==> src/rtl/core/assert_macros.svh <==
// Assertion macros used by the frame timing selector controller.
`ifndef ASSERT_MACROS_SVH
`define ASSERT_MACROS_SVH
`ifndef SYNTHESIS
`define AFTS_ASSERT(label, clk, rst_n, prop) \
    label: assert property (@(posedge clk) disable iff (!rst_n) (prop)) \
        else $error("assertion failed");
`define AFTS_NEVER(label, clk, rst_n, expr) \
    label: assert property (@(posedge clk) disable iff (!rst_n) !(expr)) \
        else $error("forbidden condition seen");
`else
`define AFTS_ASSERT(label, clk, rst_n, prop)
`define AFTS_NEVER(label, clk, rst_n, expr)
`endif
`endif

==> src/rtl/core/afts_pkg.sv <==
// Shared widths, codes and defaults of the animation frame timing selector.
package afts_pkg;

    localparam int MAX_FRAMES_DEF = 64;

    localparam int NUM_W   = 16;
    localparam int DUR_W   = 20;
    localparam int ACC_W   = 32;
    localparam int ENTRY_W = NUM_W + DUR_W;

    localparam logic KIND_ADD  = 1'b0;
    localparam logic KIND_TICK = 1'b1;

endpackage

==> src/rtl/core/afts_if.sv <==
// Valid/ready channel interfaces for input items and result items.
interface afts_item_if;
    import afts_pkg::*;

    logic             valid;
    logic             ready;
    logic             kind;
    logic [NUM_W-1:0] frame_number;
    logic             number_missing;
    logic [DUR_W-1:0] frame_duration;
    logic [DUR_W-1:0] tick_delta;

    modport source (
        output valid, kind, frame_number, number_missing, frame_duration, tick_delta,
        input  ready
    );
    modport sink (
        input  valid, kind, frame_number, number_missing, frame_duration, tick_delta,
        output ready
    );
endinterface

interface afts_result_if;
    import afts_pkg::*;

    logic             valid;
    logic             ready;
    logic             frame_stored;
    logic             table_full;
    logic             frame_changed;
    logic             shown_valid;
    logic [NUM_W-1:0] shown_frame;

    modport source (
        output valid, frame_stored, table_full, frame_changed, shown_valid, shown_frame,
        input  ready
    );
    modport sink (
        input  valid, frame_stored, table_full, frame_changed, shown_valid, shown_frame,
        output ready
    );
endinterface

==> src/rtl/core/afts_ram.sv <==
// Generic single-write, single-read RAM with registered read data.
module afts_ram #(
    parameter int WIDTH = 8,
    parameter int DEPTH = 16,
    parameter int AW    = (DEPTH > 1) ? $clog2(DEPTH) : 1
) (
    input  logic             clk,
    input  logic             wr_en,
    input  logic [AW-1:0]    wr_addr,
    input  logic [WIDTH-1:0] wr_data,
    input  logic             rd_en,
    input  logic [AW-1:0]    rd_addr,
    output logic [WIDTH-1:0] rd_data
);

    logic [WIDTH-1:0] mem_reg [DEPTH];
    logic [WIDTH-1:0] rd_data_reg;

    always_ff @(posedge clk)
    begin
        if (wr_en)
        begin
            mem_reg[wr_addr] <= wr_data;
        end
        if (rd_en)
        begin
            rd_data_reg <= mem_reg[rd_addr];
        end
    end

    assign rd_data = rd_data_reg;

endmodule

==> src/rtl/core/afts_ctrl.sv <==
// Sequencer that scans the frame table and keeps timing and selection state.
`include "assert_macros.svh"

module afts_ctrl #(
    parameter int MAX_FRAMES = afts_pkg::MAX_FRAMES_DEF,
    parameter int AW         = (MAX_FRAMES > 1) ? $clog2(MAX_FRAMES) : 1
) (
    input  logic                     clk,
    input  logic                     rst_n,
    afts_item_if.sink                req,
    afts_result_if.source            rsp,
    output logic                     rd_en,
    output logic [AW-1:0]            rd_addr,
    input  logic [afts_pkg::ENTRY_W-1:0] rd_data,
    output logic                     wr_en,
    output logic [AW-1:0]            wr_addr,
    output logic [afts_pkg::ENTRY_W-1:0] wr_data
);
    import afts_pkg::*;

    localparam int CW = $clog2(MAX_FRAMES + 1);

    localparam logic [2:0] ST_IDLE  = 3'd0;
    localparam logic [2:0] ST_PADD  = 3'd1;
    localparam logic [2:0] ST_PWRAP = 3'd2;
    localparam logic [2:0] ST_SCAN  = 3'd3;
    localparam logic [2:0] ST_HOLD  = 3'd4;

    logic [2:0]       state_reg, state_next;
    logic [CW-1:0]    count_reg, count_next;
    logic [ACC_W-1:0] total_reg, total_next;
    logic [ACC_W-1:0] progress_reg, progress_next;
    logic [NUM_W-1:0] cur_frame_reg, cur_frame_next;
    logic             cur_valid_reg, cur_valid_next;
    logic [CW-1:0]    iss_reg, iss_next;
    logic             pend_reg, pend_next;
    logic [ACC_W-1:0] sum_reg, sum_next;
    logic             res_stored_reg, res_stored_next;
    logic             res_full_reg, res_full_next;
    logic             res_changed_reg, res_changed_next;
    logic             out_valid_reg, out_valid_next;
    logic             out_stored_reg, out_stored_next;
    logic             out_full_reg, out_full_next;
    logic             out_changed_reg, out_changed_next;
    logic             out_shown_valid_reg, out_shown_valid_next;
    logic [NUM_W-1:0] out_shown_frame_reg, out_shown_frame_next;

    // Captured item payload.
    logic             kind_reg;
    logic [NUM_W-1:0] num_reg;
    logic [DUR_W-1:0] dur_reg;
    logic [DUR_W-1:0] delta_reg;

    logic             accept;
    logic             issue;
    logic             match;
    logic [NUM_W-1:0] rd_num;
    logic [DUR_W-1:0] rd_dur;
    logic [ACC_W-1:0] sum_acc;

    assign accept  = req.valid && req.ready;
    assign rd_num  = rd_data[ENTRY_W-1 -: NUM_W];
    assign rd_dur  = rd_data[DUR_W-1:0];
    assign sum_acc = sum_reg + ACC_W'(rd_dur);
    assign issue   = iss_reg < count_reg;
    assign match   = (kind_reg == KIND_ADD) ? (rd_num == num_reg) : (sum_acc >= progress_reg);

    assign req.ready         = (state_reg == ST_IDLE);
    assign rsp.valid         = out_valid_reg;
    assign rsp.frame_stored  = out_stored_reg;
    assign rsp.table_full    = out_full_reg;
    assign rsp.frame_changed = out_changed_reg;
    assign rsp.shown_valid   = out_shown_valid_reg;
    assign rsp.shown_frame   = out_shown_frame_reg;

    assign rd_addr = iss_reg[AW-1:0];
    assign wr_addr = count_reg[AW-1:0];
    assign wr_data = {num_reg, dur_reg};

    always_comb
    begin
        state_next           = state_reg;
        count_next           = count_reg;
        total_next           = total_reg;
        progress_next        = progress_reg;
        cur_frame_next       = cur_frame_reg;
        cur_valid_next       = cur_valid_reg;
        iss_next             = iss_reg;
        pend_next            = pend_reg;
        sum_next             = sum_reg;
        res_stored_next      = res_stored_reg;
        res_full_next        = res_full_reg;
        res_changed_next     = res_changed_reg;
        out_valid_next       = out_valid_reg && !rsp.ready;
        out_stored_next      = out_stored_reg;
        out_full_next        = out_full_reg;
        out_changed_next     = out_changed_reg;
        out_shown_valid_next = out_shown_valid_reg;
        out_shown_frame_next = out_shown_frame_reg;
        rd_en                = 1'b0;
        wr_en                = 1'b0;

        case (state_reg)
            ST_IDLE:
            begin
                if (req.valid)
                begin
                    iss_next         = '0;
                    pend_next        = 1'b0;
                    sum_next         = '0;
                    res_stored_next  = 1'b0;
                    res_full_next    = 1'b0;
                    res_changed_next = 1'b0;
                    if (req.kind == KIND_TICK)
                    begin
                        state_next = ST_PADD;
                    end
                    else if (req.number_missing)
                    begin
                        state_next = ST_HOLD;
                    end
                    else
                    begin
                        state_next = ST_SCAN;
                    end
                end
            end
            ST_PADD:
            begin
                progress_next = progress_reg + ACC_W'(delta_reg);
                state_next    = ST_PWRAP;
            end
            ST_PWRAP:
            begin
                if (progress_reg > total_reg)
                begin
                    progress_next = progress_reg - total_reg;
                end
                state_next = ST_SCAN;
            end
            ST_SCAN:
            begin
                // Reads are issued one entry a cycle; the entry read in the
                // previous cycle is examined while the next one is fetched.
                if (pend_reg && kind_reg == KIND_TICK)
                begin
                    sum_next = sum_acc;
                end
                if (pend_reg && match)
                begin
                    pend_next = 1'b0;
                    if (kind_reg == KIND_TICK)
                    begin
                        res_changed_next = !cur_valid_reg || (rd_num != cur_frame_reg);
                        cur_frame_next   = rd_num;
                        cur_valid_next   = 1'b1;
                    end
                    state_next = ST_HOLD;
                end
                else if (!pend_reg && !issue)
                begin
                    // The whole table was walked without a hit.
                    if (kind_reg == KIND_ADD)
                    begin
                        if (count_reg < CW'(MAX_FRAMES))
                        begin
                            wr_en           = 1'b1;
                            count_next      = count_reg + 1'b1;
                            total_next      = total_reg + ACC_W'(dur_reg);
                            res_stored_next = 1'b1;
                        end
                        else
                        begin
                            res_full_next = 1'b1;
                        end
                    end
                    state_next = ST_HOLD;
                end
                else
                begin
                    rd_en     = issue;
                    pend_next = issue;
                    if (issue)
                    begin
                        iss_next = iss_reg + 1'b1;
                    end
                end
            end
            ST_HOLD:
            begin
                if (!out_valid_reg || rsp.ready)
                begin
                    out_valid_next       = 1'b1;
                    out_stored_next      = res_stored_reg;
                    out_full_next        = res_full_reg;
                    out_changed_next     = res_changed_reg;
                    out_shown_valid_next = cur_valid_reg;
                    out_shown_frame_next = cur_valid_reg ? cur_frame_reg : '0;
                    state_next           = ST_IDLE;
                end
            end
            default:
            begin
                state_next = ST_IDLE;
            end
        endcase
    end

    always_ff @(posedge clk or negedge rst_n)
    begin
        if (!rst_n)
        begin
            state_reg           <= ST_IDLE;
            count_reg           <= '0;
            total_reg           <= '0;
            progress_reg        <= '0;
            cur_frame_reg       <= '0;
            cur_valid_reg       <= 1'b0;
            iss_reg             <= '0;
            pend_reg            <= 1'b0;
            sum_reg             <= '0;
            res_stored_reg      <= 1'b0;
            res_full_reg        <= 1'b0;
            res_changed_reg     <= 1'b0;
            out_valid_reg       <= 1'b0;
            out_stored_reg      <= 1'b0;
            out_full_reg        <= 1'b0;
            out_changed_reg     <= 1'b0;
            out_shown_valid_reg <= 1'b0;
            out_shown_frame_reg <= '0;
        end
        else
        begin
            state_reg           <= state_next;
            count_reg           <= count_next;
            total_reg           <= total_next;
            progress_reg        <= progress_next;
            cur_frame_reg       <= cur_frame_next;
            cur_valid_reg       <= cur_valid_next;
            iss_reg             <= iss_next;
            pend_reg            <= pend_next;
            sum_reg             <= sum_next;
            res_stored_reg      <= res_stored_next;
            res_full_reg        <= res_full_next;
            res_changed_reg     <= res_changed_next;
            out_valid_reg       <= out_valid_next;
            out_stored_reg      <= out_stored_next;
            out_full_reg        <= out_full_next;
            out_changed_reg     <= out_changed_next;
            out_shown_valid_reg <= out_shown_valid_next;
            out_shown_frame_reg <= out_shown_frame_next;
        end
    end

    always_ff @(posedge clk)
    begin
        if (accept)
        begin
            kind_reg  <= req.kind;
            num_reg   <= req.frame_number;
            dur_reg   <= req.frame_duration;
            delta_reg <= req.tick_delta;
        end
    end

    `AFTS_ASSERT(a_count_bound, clk, rst_n, count_reg <= CW'(MAX_FRAMES))
    `AFTS_ASSERT(a_write_grows, clk, rst_n, wr_en |=> count_reg == $past(count_reg) + 1'b1)
    `AFTS_ASSERT(a_read_in_range, clk, rst_n, rd_en |-> iss_reg < count_reg)
    `AFTS_NEVER(a_flags_exclusive, clk, rst_n, out_valid_reg && out_stored_reg && out_full_reg)
    `AFTS_ASSERT(a_change_shows, clk, rst_n, out_valid_reg && out_changed_reg |-> out_shown_valid_reg)

endmodule

==> src/rtl/core/animation_frame_timing_selector.sv <==
// Top level of the animation frame timing selector.
// The frame table (number and duration of each frame) sits in one RAM with a single read port,
// and an item walks the stored entries one per cycle: an add item looks for a duplicate number
// before it appends, a tick item first advances and wraps the progress, then accumulates durations
// until the running sum reaches it. An add item whose number is missing skips the walk. The block
// takes one item at a time, and the result is held in an output register until the downstream
// side takes it.
module animation_frame_timing_selector #(
    parameter int MAX_FRAMES = afts_pkg::MAX_FRAMES_DEF
) (
    input  logic          clk,
    input  logic          rst_n,
    afts_item_if.sink     req,
    afts_result_if.source rsp
);
    import afts_pkg::*;

    localparam int AW = (MAX_FRAMES > 1) ? $clog2(MAX_FRAMES) : 1;

    logic               rd_en;
    logic [AW-1:0]      rd_addr;
    logic [ENTRY_W-1:0] rd_data;
    logic               wr_en;
    logic [AW-1:0]      wr_addr;
    logic [ENTRY_W-1:0] wr_data;

    afts_ram #(
        .WIDTH (ENTRY_W),
        .DEPTH (MAX_FRAMES),
        .AW    (AW)
    ) u_table (
        .clk     (clk),
        .wr_en   (wr_en),
        .wr_addr (wr_addr),
        .wr_data (wr_data),
        .rd_en   (rd_en),
        .rd_addr (rd_addr),
        .rd_data (rd_data)
    );

    afts_ctrl #(
        .MAX_FRAMES (MAX_FRAMES),
        .AW         (AW)
    ) u_ctrl (
        .clk     (clk),
        .rst_n   (rst_n),
        .req     (req),
        .rsp     (rsp),
        .rd_en   (rd_en),
        .rd_addr (rd_addr),
        .rd_data (rd_data),
        .wr_en   (wr_en),
        .wr_addr (wr_addr),
        .wr_data (wr_data)
    );

endmodule

==> src/flat_wrapper.sv <==
// flat-port wrapper written by rule: the top's interface ports become plain ports
module animation_frame_timing_selector_flat import afts_pkg::*;
#(
    parameter int MAX_FRAMES = afts_pkg::MAX_FRAMES_DEF
)
  (clk, rst_n, req_valid, req_kind, req_frame_number, req_number_missing, req_frame_duration, req_tick_delta, req_ready, rsp_valid, rsp_frame_stored, rsp_table_full, rsp_frame_changed, rsp_shown_valid, rsp_shown_frame, rsp_ready);
  afts_item_if req_i ();
  afts_result_if rsp_i ();
  input  logic clk;
  input  logic rst_n;
  input wire logic [$bits(req_i.valid)-1:0] req_valid;
  input wire logic [$bits(req_i.kind)-1:0] req_kind;
  input wire logic [$bits(req_i.frame_number)-1:0] req_frame_number;
  input wire logic [$bits(req_i.number_missing)-1:0] req_number_missing;
  input wire logic [$bits(req_i.frame_duration)-1:0] req_frame_duration;
  input wire logic [$bits(req_i.tick_delta)-1:0] req_tick_delta;
  output wire logic [$bits(req_i.ready)-1:0] req_ready;
  output wire logic [$bits(rsp_i.valid)-1:0] rsp_valid;
  output wire logic [$bits(rsp_i.frame_stored)-1:0] rsp_frame_stored;
  output wire logic [$bits(rsp_i.table_full)-1:0] rsp_table_full;
  output wire logic [$bits(rsp_i.frame_changed)-1:0] rsp_frame_changed;
  output wire logic [$bits(rsp_i.shown_valid)-1:0] rsp_shown_valid;
  output wire logic [$bits(rsp_i.shown_frame)-1:0] rsp_shown_frame;
  input wire logic [$bits(rsp_i.ready)-1:0] rsp_ready;
  assign req_i.valid = req_valid;
  assign req_i.kind = req_kind;
  assign req_i.frame_number = req_frame_number;
  assign req_i.number_missing = req_number_missing;
  assign req_i.frame_duration = req_frame_duration;
  assign req_i.tick_delta = req_tick_delta;
  assign req_ready = req_i.ready;
  assign rsp_valid = rsp_i.valid;
  assign rsp_frame_stored = rsp_i.frame_stored;
  assign rsp_table_full = rsp_i.table_full;
  assign rsp_frame_changed = rsp_i.frame_changed;
  assign rsp_shown_valid = rsp_i.shown_valid;
  assign rsp_shown_frame = rsp_i.shown_frame;
  assign rsp_i.ready = rsp_ready;
  animation_frame_timing_selector #(.MAX_FRAMES(MAX_FRAMES)) u_core (.clk(clk), .rst_n(rst_n), .req(req_i), .rsp(rsp_i));
endmodule
==> config.mk <==
export PLATFORM = sky130hd
export DESIGN_NAME = animation_frame_timing_selector_flat
export DESIGN_NICKNAME = d
export VERILOG_FILES = /design/src/rtl/core/afts_pkg.sv /design/src/rtl/core/afts_if.sv /design/src/rtl/core/afts_ram.sv /design/src/rtl/core/afts_ctrl.sv /design/src/rtl/core/animation_frame_timing_selector.sv /design/src/flat_wrapper.sv
export VERILOG_INCLUDE_DIRS = /design/src /design/src/rtl/core
export SDC_FILE = /design/constraint.sdc
export NUM_CORES = 2
export LEC_CHECK = 0
export BUFFER_PORTS_ARGS = -buffer_cell sky130_fd_sc_hd__buf_4
export CAP_MARGIN = 20
export CORE_ASPECT_RATIO = 1.1
export CORE_UTILIZATION = 55
export CTS_CLUSTER_SIZE = 14
export DETAILED_ROUTE_END_ITERATION = 10
export PLACE_DENSITY = 0.83
export SLEW_MARGIN = 20
export SYNTH_ARGS = -nofsm -noshare
export SYNTH_HDL_FRONTEND = slang
export SYNTH_SLANG_ARGS = --single-unit
==> constraint.sdc <==
create_clock -name clk -period 5.62 [get_ports clk]
set_input_delay 1.124 -clock clk [delete_from_list [all_inputs] [get_ports clk]]
set_output_delay 1.124 -clock clk [all_outputs]
set_load 0.02 [all_outputs]
==> impl_metrics.ini <==
[synthesis]
async_flop_share_pct = 6.07
synth_cell_types = 78
synth_top_area_share_pct = 69.8
ys_seq_elements = 2552
yosysWarningCount = 0
seq_area_frac_synth_pct = 73.6
synthCells = 4918
synthFlopType = edfxtp_1
synth_top_cell_by_area = edfxtp_1
syn_nets = 5116
synth.cell_area_um2 = 103000
synth.area.top_cells = edfxtp_1 (70%), mux4_2 (17%), dfrtp_1 (3.8%)
synth_edf_count = 2397
postSynthAreaPerCell_um2 = 21.0

[detailed_routing]
vias = 57400
first_pass_iters = 8
drt_wl_total_um = 315000
ant_nets = 0
drc_errors = 0
wl_per_cell_um = 40.4
drt_iter0_drc = 9596
vias_per_cell = 7.36

[placement]
gp_congestion = 0.924
placed_area_um2 = 108000
dp.cells = 7361
hpwl_um = 161000
io_buffers = 83

[clock_network]
clock_latency_ps = 960
clock_path_buffers = 3
htree_levels = 4
clk_pin_slew_ps = 70
cts_root_buf = clkbuf_16
cts_sinks = 2552
numCtsBuffers = 233
cts_tree = built

[critical_path]
r2r_setup_slack_ps = 200
cp-end-kind = flip-flop
crit_slowest_cell = fa_1
path_depth = 19
crit_type = flip-flop to flip-flop
cp_cell_sequence = ha_1 > fa_1 > a21o_1 > a21oi_1 > o21a_1 > nor3_1 > o21ai_0 > nand2_2 > nand3_1 > xnor2_1 > ha_1 > nand4_1 > or2_2 > nor4_1 > o21a_1 > nor2_1 > nor2_2 > buf_6 > mux2_2
critPathBufInv = 1
r2r_start = u_core.u_table.rd_data[0]
cp_top_family = simple AND/OR/NAND/NOR gates
cp.arrival_ps = 6210
critPathLaunchType = flip-flop
required_ps = 6420
slowest_delay_ps = 440
r2r-end = u_core.u_ctrl.cur_frame_reg[10]
cp_max_fo = 18
crit_path_start = u_core.u_table.rd_data[0]
r2r_cells = 19

[timing]
final_hold_viol_count = 0
finClkSkew_ps = 104
fin_tns_setup_ps = 0
rsz0062_at_grt = false
whs_ps = 253
tightest_slew_ps = 1240
min_period_ps = 5420
finalCritPeriodShare_pct = 96.4
setup_viol = 0
fmaxAchievable_ghz = 0.185
slew_headroom_pct = 17.1
maxSlewViolCount = 0

[floorplanning]
core_area_um2 = 186000
fp.dieW_um = 415
fp.dieH_um = 456
top_level_ports = 84
rows = 166
start_util_pct = 55.4
dieArea_um2 = 189000

[power_and_ir_drop]
clkPwrFrac_pct = 29.2
p_sw_uw = 17700
peakVddDrop_v = 0.000527
combPwrFrac_pct = 29.4
p_seq_share_pct = 41.4
swShare_pct = 31.9
p_leak_uw = 0.0370
power.density_nw_per_um2 = 479
finalPower_uw = 55500
intPower_uw = 37800

[cells_and_area]
drive_gt1_share_pct = 26.9
fin_area_um2 = 116000
fin_nets = 5360
syn_to_final_growth_pct = 12.4
largest_register_ff_count = 2304
final_cells = 7801

[job]
max-cap-violations = 0

[global_route]
grt_pass1_vias = 57500
grt_pass1_wl_um = 440000
antenna_found_initial = 18
grtUsageTotal_pct = 33.4
grt-ovfl-total = 0
grt_max_degree = 166

[worst_hold_path]
worstHoldPathType = input pin to asynchronous set/reset pin

[outcome]
outcome = complete, no violations
routing by layer:
| layer | up-vias | share of wire [%] | global-route usage (%) |
|---|---|---|---|
| li1 | 21000 | - | - |
| met1 | 29100 | 31 | 39.9 |
| met2 | 5853 | 47 | 52.9 |
| met3 | 1456 | 13 | 9.74 |
| met4 | 20 | 8.2 | 22.8 |
| met5 | - | 0.050 | 0.152 |
metrics by stage:
step | util, % | setup slack, ps
after floorplan | - | 472
after global placement | 58.1 | 595
after detailed placement | 58.1 | 482
after CTS | 62.2 | 273
after global routing | 62.2 | 27.6
final | 62.2 | 202
how the worst max path moves through the flow:
stage,slack [ps],endpoint
global route,30,u_core.u_ctrl.cur_frame_reg[10]
detailed placement,480,u_core.u_ctrl.cur_frame_reg[4]
global placement,600,u_core.u_ctrl.cur_frame_reg[10]
finish,200,u_core.u_ctrl.cur_frame_reg[10]
floorplan,470,u_core.u_table.rd_data[0]
CTS,270,u_core.u_ctrl.cur_frame_reg[10]
cell usage in the layout (no fill, tap or decap), drive strengths merged, types with 10 or more instances in the layout:
| cell type | n |
|---|---|
| o211ai | 18 |
| mux2 | 21 |
| nand4 | 34 |
| a21oi | 106 |
| mux4 | 756 |
| nand2 | 151 |
| a22o | 24 |
| xor2 | 46 |
| nor2 | 143 |
| and3 | 19 |
| bufinv | 20 |
| nand2b | 17 |
| a21o | 66 |
| diode | 11 |
| nor4 | 13 |
| a31oi | 27 |
| xnor2 | 85 |
| dfrtp | 155 |
| ha | 132 |
| a31o | 11 |
| clkinv | 98 |
| o21a | 15 |
| a211oi | 21 |
| nand3 | 41 |
| buf | 238 |
| or3 | 10 |
| o21ai | 108 |
| nor2b | 15 |
| edfxtp | 2397 |
| nor3 | 29 |
| inv | 98 |
| clkbuf | 298 |
logic make-up (layout without fill, tap and decap cells):
kind of cell	count (synthesis)	count (layout)	synth area share (%)
other cells	0	11	0
simple gates	513	513	2.37
xor+xnor	131	131	1.11
mux	784	784	16.8
flops	2552	2552	73.6
compound gates	479	479	3.09
fa+ha+maj	136	136	1.68
buf+inv	323	759	1.31
power by group through the flow:
stage / clock [µW] / sequential (µW) / combinational [µW]
after floorplan: 0 / 23200 / 11000
after global placement: 0 / 23200 / 15000
after detailed placement: 0 / 23300 / 15400
after CTS: 16200 / 22900 / 16000
after global routing: 16900 / 23000 / 17100
final: 16200 / 23000 / 16300
final cells by class:
cell class | count | area (µm²)
flip-flops and latches | 2552 | 75900
fillers | 11500 | 70300
multi-input cells | 2043 | 26300
clock buffers | 298 | 6210
well taps | 2436 | 3050
repair buffers | 238 | 2590
clock inverters | 129 | 1360
inverters | 94 | 354
diodes | 11 | 27.5
Yosys cell counts (5+ instances only):
master,instances
edfxtp_1,2397
inv_1,94
buf_2,54
nor2_1,143
xor2_1,46
a2bb2oi_1,5
or3_1,10
a221o_1,6
nor3_1,29
dfrtp_1,155
mux2i_1,7
o21ai_0,106
a31oi_1,27
nand3_1,41
a21boi_0,6
xnor2_1,85
a21oi_1,106
nor2b_1,15
nor4_1,13
a31o_2,11
nand2b_1,17
and2_1,8
nand2_1,151
ha_1,132
mux2_2,21
o22ai_1,5
or4_1,5
a21o_1,66
o211ai_1,18
nand4_1,32
buf_4,10
or2_2,6
clkbuf_1,135
o31ai_1,7
o21a_1,15
a22o_1,24
o41ai_1,5
nor3b_1,7
mux4_2,756
o21bai_1,6
a211oi_1,19
buf_1,26
and3_1,19
timing repair:
| item | in CTS | in global routing |
|---|---|---|
| setup endpoints to repair | 0 | 16 |
| gates resized for setup | 0 | 2 |
| hold buffers | 0 | 0 |
| buffers inserted | 0 | 0 |
No activity file was read; power rests on OpenSTA's default activity.
